[config.mk]
export PLATFORM = sky130hd
export DESIGN_NAME = insertion_sorter
export DESIGN_NICKNAME = d
export VERILOG_FILES = /design/src/rtl/isort_pkg.sv /design/src/rtl/insertion_sorter.sv /design/src/rtl/isort_ctrl.sv /design/src/rtl/isort_dp.sv
export SDC_FILE = /design/constraint.sdc
export NUM_CORES = 2
export LEC_CHECK = 0
export BUFFER_PORTS_ARGS = -buffer_cell sky130_fd_sc_hd__buf_2
export CAP_MARGIN = 10
export CORE_ASPECT_RATIO = 1.2
export CORE_MARGIN = 5
export CORE_UTILIZATION = 40
export DETAILED_ROUTE_END_ITERATION = 12
export GPL_ROUTABILITY_DRIVEN = 0
export PLACE_DENSITY = 0.65
export RECOVER_POWER = 25
export SYNTH_ARGS = -nofsm -noshare
export SYNTH_HDL_FRONTEND = slang
export SYNTH_HIERARCHICAL = 1
export SYNTH_SLANG_ARGS = --single-unit
[constraint.sdc]
create_clock -name clk_i -period 4.6 [get_ports clk_i]
set_input_delay 0.69 -clock clk_i [delete_from_list [all_inputs] [get_ports clk_i]]
set_output_delay 0.69 -clock clk_i [all_outputs]
set_load 0.005 [all_outputs]
[src/rtl/isort_pkg.sv]
// ----------------------------------------------------------------------------
// isort_pkg
// Shared types for the insertion sorter: controller states and the command
// and status groups between the controller and the datapath.
// ----------------------------------------------------------------------------
`default_nettype none

package isort_pkg;

  localparam int unsigned ValueW = 32;

  typedef enum logic [0:0] {
    ST_FILL,
    ST_EMIT
  } state_e;

  typedef struct packed {
    logic insert;     // take the request into the sorted row
    logic emit_load;  // move the lowest entry into the output register
  } cmd_t;

  typedef struct packed {
    logic out_busy;   // output register holds a result not yet taken
    logic one_left;   // exactly one entry remains in the row
  } sts_t;

endpackage

`default_nettype wire

[src/rtl/insertion_sorter.sv]
// ----------------------------------------------------------------------------
// insertion_sorter
// Streaming insertion sort of signed 32-bit values; a set closes on tlast
// and is then sent out in ascending order.
// ----------------------------------------------------------------------------
//  channel  dir  tdata              tuser      tlast
//  s_axis   in   [31:0] value       -          last_in
//  m_axis   out  [31:0] sorted_val  [0] ovf    last_out
//
//  While the set fills, one value per cycle is compared and shifted into the
//  register row. After the closing request s_axis_tready stays low while the
//  row unloads one entry per cycle as m_axis accepts them; the first result
//  is valid after the state register and then the output register update.
//  m_axis stalls hold the row and stretch the input stall to match.
//  Reset clears the count, the drop flag and the output valid.
// ----------------------------------------------------------------------------
`default_nettype none

module insertion_sorter #(
  parameter int unsigned CAPACITY = 16
) (
  input  wire logic        clk_i,
  input  wire logic        rst_ni,
  input  wire logic        s_axis_tvalid,
  output      logic        s_axis_tready,
  input  wire logic [31:0] s_axis_tdata,   // [31:0] value
  input  wire logic        s_axis_tlast,   // last_in
  output      logic        m_axis_tvalid,
  input  wire logic        m_axis_tready,
  output      logic [31:0] m_axis_tdata,   // [31:0] sorted_value
  output      logic        m_axis_tlast,   // last_out
  output      logic [0:0]  m_axis_tuser    // [0] overflow
);

  isort_pkg::cmd_t                     cmd;
  isort_pkg::sts_t                     sts;
  logic signed [isort_pkg::ValueW-1:0] out_value;
  logic                                out_ovf;

  isort_ctrl u_ctrl (
    .clk_i       (clk_i),
    .rst_ni      (rst_ni),
    .in_valid_i  (s_axis_tvalid),
    .in_last_i   (s_axis_tlast),
    .out_ready_i (m_axis_tready),
    .sts_i       (sts),
    .in_ready_o  (s_axis_tready),
    .cmd_o       (cmd)
  );

  isort_dp #(
    .CAPACITY (CAPACITY)
  ) u_dp (
    .clk_i       (clk_i),
    .rst_ni      (rst_ni),
    .cmd_i       (cmd),
    .value_i     ($signed(s_axis_tdata)),
    .out_ready_i (m_axis_tready),
    .sts_o       (sts),
    .out_valid_o (m_axis_tvalid),
    .out_value_o (out_value),
    .out_last_o  (m_axis_tlast),
    .out_ovf_o   (out_ovf)
  );

  assign m_axis_tdata    = out_value;
  assign m_axis_tuser[0] = out_ovf;

endmodule

`default_nettype wire

[src/rtl/isort_ctrl.sv]
// ----------------------------------------------------------------------------
// isort_ctrl
// Controller: collects a set, then unloads the sorted row one entry at a time.
// ----------------------------------------------------------------------------
`default_nettype none

module isort_ctrl (
  input  wire logic            clk_i,
  input  wire logic            rst_ni,
  input  wire logic            in_valid_i,
  input  wire logic            in_last_i,
  input  wire logic            out_ready_i,
  input  wire isort_pkg::sts_t sts_i,
  output      logic            in_ready_o,
  output      isort_pkg::cmd_t cmd_o
);

  isort_pkg::state_e state_q, state_d;
  logic              load;

  assign load = !sts_i.out_busy || out_ready_i;

  always_comb begin
    state_d = state_q;
    case (state_q)
      isort_pkg::ST_FILL: begin
        if (in_valid_i && in_last_i) begin
          state_d = isort_pkg::ST_EMIT;
        end
      end
      isort_pkg::ST_EMIT: begin
        if (load && sts_i.one_left) begin
          state_d = isort_pkg::ST_FILL;
        end
      end
      default: state_d = isort_pkg::ST_FILL;
    endcase
  end

  always_comb begin
    in_ready_o       = 1'b0;
    cmd_o.insert     = 1'b0;
    cmd_o.emit_load  = 1'b0;
    case (state_q)
      isort_pkg::ST_FILL: begin
        in_ready_o   = 1'b1;
        cmd_o.insert = in_valid_i;
      end
      isort_pkg::ST_EMIT: begin
        cmd_o.emit_load = load;
      end
      default: begin
        in_ready_o = 1'b0;
      end
    endcase
  end

  always_ff @(posedge clk_i or negedge rst_ni) begin
    if (!rst_ni) begin
      state_q <= isort_pkg::ST_FILL;
    end else begin
      state_q <= state_d;
    end
  end

endmodule

`default_nettype wire

[src/rtl/isort_dp.sv]
// ----------------------------------------------------------------------------
// isort_dp
// Datapath: compare-and-shift register row, entry count, drop flag and the
// output register.
// ----------------------------------------------------------------------------
`default_nettype none

module isort_dp #(
  parameter int unsigned CAPACITY = 16
) (
  input  wire logic                                clk_i,
  input  wire logic                                rst_ni,
  input  wire isort_pkg::cmd_t                     cmd_i,
  input  wire logic signed [isort_pkg::ValueW-1:0] value_i,
  input  wire logic                                out_ready_i,
  output      isort_pkg::sts_t                     sts_o,
  output      logic                                out_valid_o,
  output      logic signed [isort_pkg::ValueW-1:0] out_value_o,
  output      logic                                out_last_o,
  output      logic                                out_ovf_o
);

  localparam int unsigned CntW = $clog2(CAPACITY + 1);

  logic signed [isort_pkg::ValueW-1:0] row_q [CAPACITY];
  logic signed [isort_pkg::ValueW-1:0] row_d [CAPACITY];
  logic        [CAPACITY-1:0]          gt;
  logic        [CntW-1:0]              cnt_q, cnt_d;
  logic                                drop_q, drop_d;
  logic                                full;
  logic                                vld_q, vld_d;

  assign full = (cnt_q == CntW'(CAPACITY));

  // An entry is greater when it is held and compares above the request;
  // held entries are sorted, so gt is a thermometer code.
  always_comb begin
    for (int i = 0; i < CAPACITY; i++) begin
      gt[i] = (CntW'(i) < cnt_q) && (row_q[i] > value_i);
    end
  end

  always_comb begin
    for (int i = 0; i < CAPACITY; i++) begin
      row_d[i] = row_q[i];
    end
    if (cmd_i.insert && !full) begin
      for (int i = 0; i < CAPACITY; i++) begin
        if (i > 0 && gt[(i > 0) ? i - 1 : 0]) begin
          row_d[i] = row_q[(i > 0) ? i - 1 : 0];
        end else if (gt[i] || (CntW'(i) == cnt_q)) begin
          row_d[i] = value_i;
        end
      end
    end else if (cmd_i.emit_load) begin
      // advance the row down by one place
      for (int i = 0; i < CAPACITY - 1; i++) begin
        row_d[i] = row_q[i + 1];
      end
    end
  end

  always_comb begin
    cnt_d  = cnt_q;
    drop_d = drop_q;
    vld_d  = vld_q;
    if (out_ready_i) begin
      vld_d = 1'b0;
    end
    if (cmd_i.insert) begin
      if (full) begin
        drop_d = 1'b1;
      end else begin
        cnt_d = cnt_q + CntW'(1);
      end
    end else if (cmd_i.emit_load) begin
      vld_d = 1'b1;
      cnt_d = cnt_q - CntW'(1);
      if (cnt_q == CntW'(1)) begin
        drop_d = 1'b0;
      end
    end
  end

  always_ff @(posedge clk_i or negedge rst_ni) begin
    if (!rst_ni) begin
      cnt_q  <= '0;
      drop_q <= 1'b0;
      vld_q  <= 1'b0;
    end else begin
      cnt_q  <= cnt_d;
      drop_q <= drop_d;
      vld_q  <= vld_d;
    end
  end

  always_ff @(posedge clk_i) begin
    for (int i = 0; i < CAPACITY; i++) begin
      row_q[i] <= row_d[i];
    end
  end

  always_ff @(posedge clk_i) begin
    if (cmd_i.emit_load) begin
      out_value_o <= row_q[0];
      out_last_o  <= (cnt_q == CntW'(1));
      out_ovf_o   <= drop_q;
    end
  end

  assign out_valid_o    = vld_q;
  assign sts_o.out_busy = vld_q;
  assign sts_o.one_left = (cnt_q == CntW'(1));

endmodule

`default_nettype wire

==> impl_metrics.json <==
{
  "cap_violations": 1,
  "met3_length_microns": 8178,
  "grt_max_degree": 173,
  "final_max_slew_viol_count": 38,
  "place_area_sq_mm": 0.04121,
  "layout_commonest_cell": "nand2_1",
  "status": "complete, but fails checks",
  "rows": 124,
  "dp_hpwl_microns": 88340,
  "yosys-top-cells-area": "edfxtp_1, ha_1, a221o_1",
  "reg2reg_depth": 9,
  "die_area_sq_mm": 0.1014,
  "finalCriticalPeriod_ps": 4223,
  "p_per_area_mw_per_mm2": 773.0,
  "critPathMaxFanout": 25,
  "worstSetupStartpointType": "flip-flop",
  "ys_seq_area_frac": 0.4364,
  "nNetsFinal": 4427,
  "setup_violations": 0,
  "timing.rr.end": "u_dp/row_q[1][47]",
  "irDropWorstVdd_uv": 665.2,
  "wl_met2_microns": 55140,
  "drc_errors": 0,
  "final_hold_viol_count": 0,
  "slew_headroom": -0.5029,
  "gr-total-overflow": 0,
  "antenna_found_initial": 5,
  "synthCells": 3782,
  "drt-initial-drc-count": 3391,
  "cts_max_path_buffers": 3,
  "cts_sinks": 554,
  "violations": "capacitance limit, slew limit",
  "grt_pass1_vias": 30480,
  "wl_met1_microns": 49590,
  "synth_nets": 4336,
  "die_w_microns": 291.5,
  "insertion_delay_ps": 660,
  "start_util": 0.4012,
  "synth_seq_cells": 554,
  "numCtsBuffers": 60,
  "rsz0062_at_grt": "false",
  "drt_first_pass_iters": 6,
  "postRouteWirelength_microns": 117200,
  "r2r_slack_ps": 380,
  "r2r-start": "u_dp/cnt_q[1]",
  "h-tree-depth": 2,
  "coreArea_sq_mm": 0.09480,
  "worstPathRequired_ps": 4990,
  "yosysTopAreaCellShare": 0.4311,
  "ys_warn_count": 6,
  "cts_tree": "yes",
  "cts_resized": 0,
  "synthesis.area_sq_mm": 0.03803,
  "worst_pin_slew_ps": 2254,
  "synth_edf_count": 546,
  "synth_ff_type": "edfxtp_1",
  "hp-start": "m_axis_tready",
  "finalCritPeriodShare": 0.9181,
  "vias": 31750,
  "clockRootBuffer": "clkbuf_16",
  "hold_path_class": "input pin to flip-flop",
  "finClkSkew_ps": 25.26,
  "end_kind": "flip-flop",
  "final_design_area_no_fill_sq_mm": 0.04279,
  "p_leak_nw": 16.74,
  "synth-async-reset-ratio": 0.01444,
  "avgSynthCellArea_sq_um": 10.06,
  "ant_nets": 0,
  "grt_use_total": 0.2189,
  "hold_end": "u_dp/out_valid_o",
  "portBuffers": 72,
  "clk_pin_slew_ps": 60,
  "most-common-layout-cells": "nand2_1, edfxtp_1, ha_1, nor2_1, a221o_1",
  "grt_pass1_wl_microns": 177500,
  "syn_to_final_growth_pct": 12.51,
  "fp.dieH_microns": 347.8,
  "synth_top_area_cell": "edfxtp_1",
  "io_pins": 73,
  "layout-drive-gt1-share": 0.08393,
  "path_class": "flip-flop to flip-flop",
  "wire_per_inst_microns": 22.61,
  "hold_depth": 2,
  "setup_tns_ps": 0,
  "cp_data_arrival_time_ps": 4610,
  "max_freq_mhz": 236.8,
  "routed.top_layer": "met4",
  "yosys.cell_types.count": 63,
  "vias_per_cell": 6.127
}
-- where the power goes --
group,switching (W),total [W],internal [W]
Sequential,0.00236,0.0122,0.00989
Combinational,0.00991,0.0162,0.00632
Clock,0.00211,0.00460,0.00248
-- worst max path at each step --
stage | startpoint | end | cells after the start
2_1_floorplan | s_axis_tdata[14] | u_dp/row_q[1][160] | 11
3_3_place_gp | s_axis_tdata[1] | u_dp/row_q[1][148] | 12
3_5_place_dp | s_axis_tdata[15] | u_dp/row_q[0][64] | 13
4_1_cts | u_dp/cnt_q[1] | u_dp/row_q[0][32] | 8
5_1_grt | s_axis_tdata[23] | u_dp/row_q[0][170] | 14
6_report | u_dp/cnt_q[1] | u_dp/row_q[1][47] | 9
-- repair_timing --
action                                 in CTS  in global routing
endpoints found under the hold margin       8                  0
hold buffers                                1                  0
buffers inserted                            0                  0
-- worst max-delay path: stages (launching register included) --
cell,delay [ps]
dfrtp_1,510
inv_1,260
ha_1,360
nand2_1,280
nor2_1,520
nor2b_4,290
clkbuf_1,380
nand2_1,390
clkinv_1,500
a221o_1,450
-- stage by stage --
step	std cells	setup WS [ps]	total power, W	hold WS [ps]	utilization
2_1_floorplan	3782	-664.3	0.02247	394.4	-
3_3_place_gp	5070	317.5	0.02792	466.9	0.4347
3_5_place_dp	5070	286.2	0.02844	450.3	0.4347
4_1_cts	5180	792.8	0.03311	207.6	0.4535
5_1_grt	5180	308.6	0.03524	247.5	0.4513
6_report	5182	377.0	0.03307	235.3	0.4514
-- Yosys cell counts, drive strengths merged, types with 6 or more instances --
| cell | instances |
|---|---|
| or4b | 8 |
| mux2i | 6 |
| a31oi | 21 |
| nor4 | 17 |
| nor2 | 372 |
| a21boi | 8 |
| o211ai | 119 |
| a21o | 52 |
| nand4 | 109 |
| clkbuf | 146 |
| mux2 | 38 |
| a21oi | 288 |
| and4 | 14 |
| a221o | 322 |
| clkinv | 31 |
| edfxtp | 546 |
| dfrtp | 8 |
| nand2 | 650 |
| o21ai | 65 |
| inv | 71 |
| ha | 517 |
| and2 | 7 |
| nor3 | 36 |
| a211oi | 16 |
| nand3 | 147 |
| nand2b | 11 |
| buf | 70 |
| a221oi | 15 |
| nor2b | 20 |
-- cell type report --
cell class | instances | area (sq um)
fill | 8758 | 52010
multi-input combinational | 2910 | 20450
sequential | 554 | 16600
timing repair buffer | 245 | 2002
clock buffer | 81 | 1652
tap | 1260 | 1577
inverter | 102 | 382.9
clock inverter | 28 | 118.9
antenna | 2 | 5.005
-- sequential cells by signal, summed over array words and instances (netlist names) --
| signal | cells |
|---|---|
| u_dp/cnt_q | 5 |
| u_dp/row_q | 512 |
| u_dp/out_valid_o | 1 |
| u_dp/out_ovf_o | 1 |
| u_dp/out_value_o | 32 |
| u_dp/out_last_o | 1 |
| u_dp/drop_q | 1 |
| u_ctrl/state_q | 1 |
-- cell families after synthesis --
| group | Yosys count | synth area share |
|---|---|---|
| AO/OA/AOI/OAI | 932 | 0.1837 |
| multiplexers | 44 | 0.01283 |
| AND/OR/NAND/NOR | 1412 | 0.1621 |
| adder cells (fa/ha/maj) | 517 | 0.1701 |
| buffers and inverters | 318 | 0.03372 |
| flip-flops | 554 | 0.4364 |
| XOR/XNOR | 5 | 0.001152 |
-- layer usage --
metal	global-route usage	vias to the layer above
met4	0.07208	0
met2	0.3660	1344
li1	-	14800
met3	0.02418	189
met1	0.2991	15420
met5	0	-
Power figures use the tool's default switching activity.
